## src/grid_graph_cell_numbering_assert.svh

```systemverilog
// Assertion macros for the grid graph cell numbering block.
// Included by files that check their own logic; needs nothing else.
`ifndef GRID_GRAPH_CELL_NUMBERING_ASSERT_SVH
`define GRID_GRAPH_CELL_NUMBERING_ASSERT_SVH

// Consequent must hold in the same cycle as the antecedent.
`define GG_ASSERT_NOW(label, clk, rst, ante, cons, msg) \
   label: assert property (@(posedge clk) disable iff (rst) (ante) |-> (cons)) \
      else $error(msg);

// Consequent must hold in the cycle after the antecedent.
`define GG_ASSERT_NEXT(label, clk, rst, ante, cons, msg) \
   label: assert property (@(posedge clk) disable iff (rst) (ante) |=> (cons)) \
      else $error(msg);

`endif

```

## src/gg_pkg.sv

```systemverilog
// Shared types and constants for the grid graph cell numbering block.
// Used by the top level and the divider; depends on nothing.
package gg_pkg;

   localparam int LOC_W    = 12;
   localparam int ID_W     = 12;
   localparam int VAL_W    = 13;
   localparam int DIM_W    = 7;
   localparam int NCELL_W  = 14;
   localparam int LOC_SPAN = 4096;

   localparam logic [2:0] CMD_CLEAR  = 3'd0;
   localparam logic [2:0] CMD_MARK   = 3'd1;
   localparam logic [2:0] CMD_NUMBER = 3'd2;
   localparam logic [2:0] CMD_EDGES  = 3'd3;
   localparam logic [2:0] CMD_TO_ID  = 3'd4;
   localparam logic [2:0] CMD_TO_POS = 3'd5;
   localparam logic [2:0] CMD_DIST   = 3'd6;

   localparam logic [1:0] ST_OK      = 2'd0;
   localparam logic [1:0] ST_RANGE   = 2'd1;
   localparam logic [1:0] ST_UNNUM   = 2'd2;
   localparam logic [1:0] ST_BLOCKED = 2'd3;

   localparam logic [1:0] REG_ROWS = 2'd0;
   localparam logic [1:0] REG_COLS = 2'd1;
   localparam logic [1:0] REG_COST = 2'd2;

   typedef struct packed {
      logic             start;
      logic [LOC_W-1:0] dividend;
      logic [DIM_W-1:0] divisor;
   } div_req_type;

   typedef struct packed {
      logic             done;
      logic [LOC_W-1:0] quot;
      logic [DIM_W-1:0] rem;
   } div_rsp_type;

endpackage

```

## src/gg_div.sv

```systemverilog
// Restoring divider, one quotient bit per cycle, for location / cols.
// Depends on gg_pkg for widths and the request and response structs.
module gg_div (
   input  logic                clock,
   input  logic                reset,
   input  gg_pkg::div_req_type req,
   output gg_pkg::div_rsp_type rsp
);

   logic                     busy_ff, busy_in;
   logic                     done_ff, done_in;
   logic [3:0]               cnt_ff, cnt_in;
   logic [gg_pkg::DIM_W-1:0] rem_ff, rem_in;
   logic [gg_pkg::LOC_W-1:0] quo_ff, quo_in;
   logic [gg_pkg::DIM_W-1:0] dvs_ff, dvs_in;
   logic [gg_pkg::DIM_W:0]   trial;
   logic                     ge;

   assign trial = {rem_ff, quo_ff[gg_pkg::LOC_W-1]};
   assign ge    = trial >= {1'b0, dvs_ff};

   always_comb begin
      busy_in = busy_ff;
      done_in = 1'b0;
      cnt_in  = cnt_ff;
      rem_in  = rem_ff;
      quo_in  = quo_ff;
      dvs_in  = dvs_ff;
      if (req.start) begin
         busy_in = 1'b1;
         cnt_in  = 4'(gg_pkg::LOC_W);
         rem_in  = '0;
         quo_in  = req.dividend;
         dvs_in  = req.divisor;
      end else if (busy_ff) begin
         rem_in = ge ? gg_pkg::DIM_W'(trial - {1'b0, dvs_ff}) : trial[gg_pkg::DIM_W-1:0];
         quo_in = {quo_ff[gg_pkg::LOC_W-2:0], ge};
         cnt_in = cnt_ff - 4'd1;
         if (cnt_ff == 4'd1) begin
            busy_in = 1'b0;
            done_in = 1'b1;
         end
      end
   end

   always_ff @(posedge clock) begin
      if (reset) begin
         busy_ff <= 1'b0;
         done_ff <= 1'b0;
         cnt_ff  <= '0;
      end else begin
         busy_ff <= busy_in;
         done_ff <= done_in;
         cnt_ff  <= cnt_in;
      end
      rem_ff <= rem_in;
      quo_ff <= quo_in;
      dvs_ff <= dvs_in;
   end

   assign rsp.done = done_ff;
   assign rsp.quot = quo_ff;
   assign rsp.rem  = rem_ff;

endmodule

```

## config.mk

```make
export PLATFORM = sky130hd
export DESIGN_NAME = gg_div
export DESIGN_NICKNAME = d
export VERILOG_FILES = /design/src/grid_graph_cell_numbering_assert.svh /design/src/gg_pkg.sv /design/src/gg_div.sv
export SDC_FILE = /design/constraint.sdc
export NUM_CORES = 1
export LEC_CHECK = 0
export BUFFER_PORTS_ARGS = -buffer_cell sky130_fd_sc_hd__buf_4
export CAP_MARGIN = 20
export CORE_UTILIZATION = 56
export DETAILED_ROUTE_END_ITERATION = 7
export PLACE_DENSITY = 0.89
export SLEW_MARGIN = 20
export SYNTH_ARGS = -nofsm -noshare
export SYNTH_HDL_FRONTEND = slang
export SYNTH_SLANG_ARGS = --single-unit
```

## constraint.sdc

```tcl
create_clock -name clock -period 6.55 [get_ports clock]
set_input_delay 1.31 -clock clock [delete_from_list [all_inputs] [get_ports clock]]
set_output_delay 1.31 -clock clock [all_outputs]
set_load 0.01 [all_outputs]
```

==> results_tabular.tex <==
\begin{tabular}{lr}
\hline
Metric & Value \\
\hline
\multicolumn{2}{l}{\textbf{Status}} \\
\quad Result of the run & finished, violations left \\
\quad Violated checks & DRC \\
\multicolumn{2}{l}{\textbf{Clocking}} \\
\quad TritonCTS sink count & 32 \\
\quad Clock buffer depth & 2 \\
\quad Cts repair resizes & 0 \\
\quad TritonCTS clock tree & done \\
\quad Clock insertion delay at the later pin of the skew report & 340 ps \\
\quad Number of hold buffers added after CTS & 0 \\
\quad Post-CTS setup-driven buffer insertion count & 0 \\
\quad CTS root buffer & clkbuf\_4 \\
\quad CTS clk-pin slew, worst paths & 90 ps \\
\quad H-tree Lvls & 2 \\
\quad Number of buffers added by the clock tree synthesis step & 5 \\
\multicolumn{2}{l}{\textbf{Floorplanning}} \\
\quad Effective utilization at floorplan & 60.4\% \\
\quad Width of the die & 57.0 µm \\
\quad Standard-cell row count & 19 \\
\quad Floorplan Core Area & 2810 µm² \\
\quad Die Height & 57.0 µm \\
\quad Number of top-level pins & 42 \\
\quad Area of the die & 3250 µm² \\
\multicolumn{2}{l}{\textbf{Pwr}} \\
\quad Power per cell area & 238 nW/µm² \\
\quad Leakage power of the design & 0.000867 µW \\
\quad VDD IR max & 0.218 mV \\
\multicolumn{2}{l}{\textbf{Final layout}} \\
\quad Diodes inserted & 0 \\
\quad Post-Layout Cell Count & 224 \\
\quad Design area & 2050 µm² \\
\quad Share of post-route cells with drive strength above 1 & 34.2\% \\
\quad Area taken by multi-input logic gates & 778 µm² \\
\quad Combined flip-flop and latch cell area & 831 µm² \\
\quad Number of nets in the layout & 224 \\
\quad Filler cell count & 202 \\
\quad Area growth from synthesis to layout & 21.2\% \\
\multicolumn{2}{l}{\textbf{STA}} \\
\quad Min cycle time layout & 2420 ps \\
\quad Upper clock frequency limit & 0.413 GHz \\
\quad Worst hold margin & 515 ps \\
\quad Endpoints failing hold & 0 \\
\quad Sum of negative setup slack & 0 ps \\
\quad Min setup slack post-route & 4130 ps \\
\quad RSZ-0062 raised after global routing & no \\
\quad Number of pins with negative max-slew slack in the final report & 0 \\
\quad Count of final setup violators & 0 \\
\quad Worst setup skew after layout & 16.4 ps \\
\quad Crit share post-route & 36.9\% \\
\quad Worst slew margin relative to its limit & 42.4\% \\
\quad Pin slew with the least headroom to its limit & 859 ps \\
\multicolumn{2}{l}{\textbf{Synthesis}} \\
\quad Flip-flop cell with the highest count after synthesis & edfxtp\_1 \\
\quad Synth area leaders & edfxtp\_1 (34\%), dfxtp\_1 (15\%), mux2\_2 (7.3\%) \\
\quad Synthesized instance count & 151 \\
\quad Most common cell in the synthesized netlist & edfxtp\_1 \\
\quad Yosys top cell by area & edfxtp\_1 \\
\quad Synthesized area per cell & 11.2 µm² \\
\quad Synth unique cells & 41 \\
\quad Number of synthesized register bits & 32 \\
\quad List of most frequent post-synthesis cells & edfxtp\_1 (19), nor2\_1 (18), dfxtp\_1 (13), inv\_1 (13), mux2\_2 (11) \\
\quad Share of synthesized flip-flops with an asynchronous set or reset & 0\% \\
\quad Cell area after synthesis & 1700 µm² \\
\quad Count of flip-flops with a built-in enable after synthesis & 19 \\
\quad Number of nets in the synthesized netlist & 183 \\
\quad Post-synthesis sequential area ratio & 49.0\% \\
\quad Area share of the leading cell type in the synthesized netlist & 33.7\% \\
\quad Yosys warning total & 0 \\
\multicolumn{2}{l}{\textbf{Setup path}} \\
\quad CP Capture Point & rem\_ff[1] \\
\quad Delay of the slowest cell on the worst path & 490 ps \\
\quad Critical path depth in cells & 8 \\
\quad CP bufs+invs & 1 \\
\quad Critical path launch point type & flop \\
\quad CP Cell Sequence & inv\_1 -> ha\_1 -> fa\_1 -> nand2b\_2 -> a211oi\_2 -> nor3\_2 -> or4b\_1 -> o311ai\_0 \\
\quad Worst r2r src & quo\_ff[11] \\
\quad Type of element capturing the critical path & flop \\
\quad Critical path required time & 6770 ps \\
\quad Cell with the biggest individual delay on the critical path & or4b\_1 \\
\quad R2R setup slack & 4130 ps \\
\quad Reg2reg end & rem\_ff[1] \\
\quad Data arrival time at the worst-slack endpoint & 2630 ps \\
\quad Setup crit start & quo\_ff[11] \\
\quad Type of the worst setup path & reg -> reg \\
\quad Number of cell instances on the worst register-to-register path & 8 \\
\quad Crit Path Max Fanout & 12 \\
\quad Critical path's top delay family & simple AND/OR/NAND/NOR gates \\
\multicolumn{2}{l}{\textbf{Place}} \\
\quad DP Area & 2000 µm² \\
\quad DPL Wire Length & 2440 µm \\
\quad Number of port buffers & 41 \\
\quad Setup slack at placement & 4160 ps \\
\quad RD Place Congestion & 0.823 \\
\quad Post-Place Cells & 216 \\
\multicolumn{2}{l}{\textbf{Route}} \\
\quad Via Count & 1304 \\
\quad Wire length per cell after detailed routing & 15.0 µm \\
\quad Via-per-instance ratio & 5.82 \\
\quad TritonRoute pass-1 iters & 6 \\
\quad Residual DRC count & 4 \\
\quad Violation count after the first detailed-route iteration & 33 \\
\quad Overall routed net length & 3360 µm \\
\quad Antenna-violating nets left & 0 \\
\multicolumn{2}{l}{\textbf{Global route}} \\
\quad First-pass GRT wire length & 5820 µm \\
\quad Overall fraction of global-route tracks in use & 23.8\% \\
\quad Gr ovfl total & 0 \\
\quad Vias in the first global route & 1349 \\
\quad Maximum number of pins on one net before global-route repair & 38 \\
\quad Antenna violations before repair & 0 \\
\multicolumn{2}{l}{\textbf{Hold path}} \\
\quad Startpoint of the lowest-slack hold path & cnt\_ff[1] \\
\quad Class of the worst hold path & reg -> reg \\
\multicolumn{2}{l}{\textbf{Run}} \\
\quad Max-cap check violation count & 0 \\
\hline
\end{tabular}
-- area by class of cell --
| cell class | count | area share (%) |
|---|---|---|
| timing repair buffer | 41 | 15.0 |
| clock buffer | 7 | 2.19 |
| sequential | 32 | 40.4 |
| clock inverter | 1 | 0.244 |
| inverter | 13 | 2.38 |
| multi-input combinational | 99 | 37.9 |
| tap | 31 | 1.89 |
-- cell usage in the layout, fill, tap and decap left out, types with 4 or more instances in the layout --
master | synthesis | routed
nor2_1 | 18 | 18
nand2_1 | 7 | 7
mux2i_1 | 5 | 5
dfxtp_1 | 13 | 13
mux2_2 | 11 | 11
a211oi_1 | 4 | 4
inv_1 | 13 | 13
buf_4 | 1 | 41
ha_1 | 9 | 9
edfxtp_1 | 19 | 19
clkbuf_4 | 0 | 5
a21oi_1 | 5 | 5
-- sequential cells by signal (all words and copies together) (netlist names) --
register and count:
busy_ff 1, cnt_ff 4, done_ff 1, dvs_ff 7, quo_ff 12, rem_ff 7
-- stage by stage --
step	total power [µW]	util, %
3_5_place_dp	387	71.5
6_report	489	73.2
3_3_place_gp	379	71.5
5_1_grt	517	73.2
4_1_cts	491	73.2
2_1_floorplan	340	-
-- cells by family (layout without fill, tap and decap cells) --
| group | count (synthesis) | count (layout) | synth area share, % |
|---|---|---|---|
| AND/OR/NAND/NOR | 46 | 46 | 15.1 |
| AO/OA/AOI/OAI | 21 | 21 | 9.67 |
| buffers and inverters | 20 | 62 | 5.09 |
| adder cells (fa/ha/maj) | 10 | 10 | 7.82 |
| multiplexers | 16 | 16 | 10.3 |
| flip-flops | 32 | 32 | 49.0 |
| XOR/XNOR | 6 | 6 | 3.10 |
-- routing by layer --
layer / vias up / GRT usage (%) / share of wire [%]
met3: 6 / 7.94 / 6.4
li1: 629 / - / -
met1: 625 / 27.6 / 42
met5: - / 0 / 0
met4: 0 / 8.71 / 1.9
met2: 44 / 41.2 / 49
-- power by group --
part	switching [µW]	leakage (µW)	internal, µW	total [µW]
combinational	66.1	0.000541	65.9	132
sequential	16.8	0.000297	235	252
clock	64.1	0.0000293	41.8	106
total	147	0.000867	342	489
-- worst min path at each step --
stage / end / slack [ps] / cells past startpoint
finish: cnt_ff[1] / 520 / 2
global route: rem_ff[2] / 570 / 2
CTS: cnt_ff[1] / 520 / 2
detailed placement: cnt_ff[1] / 510 / 2
global placement: cnt_ff[1] / 490 / 2
floorplan: cnt_ff[1] / 470 / 2
-- worst register-to-register path, stage by stage, from the launching register on --
cell and delay, ps:
edfxtp_1 400, inv_1 60, ha_1 210, fa_1 400, nand2b_2 230, a211oi_2 220, nor3_2 170, or4b_1 490
o311ai_0 120
Note: power is estimated with default switching activity, not from simulation.
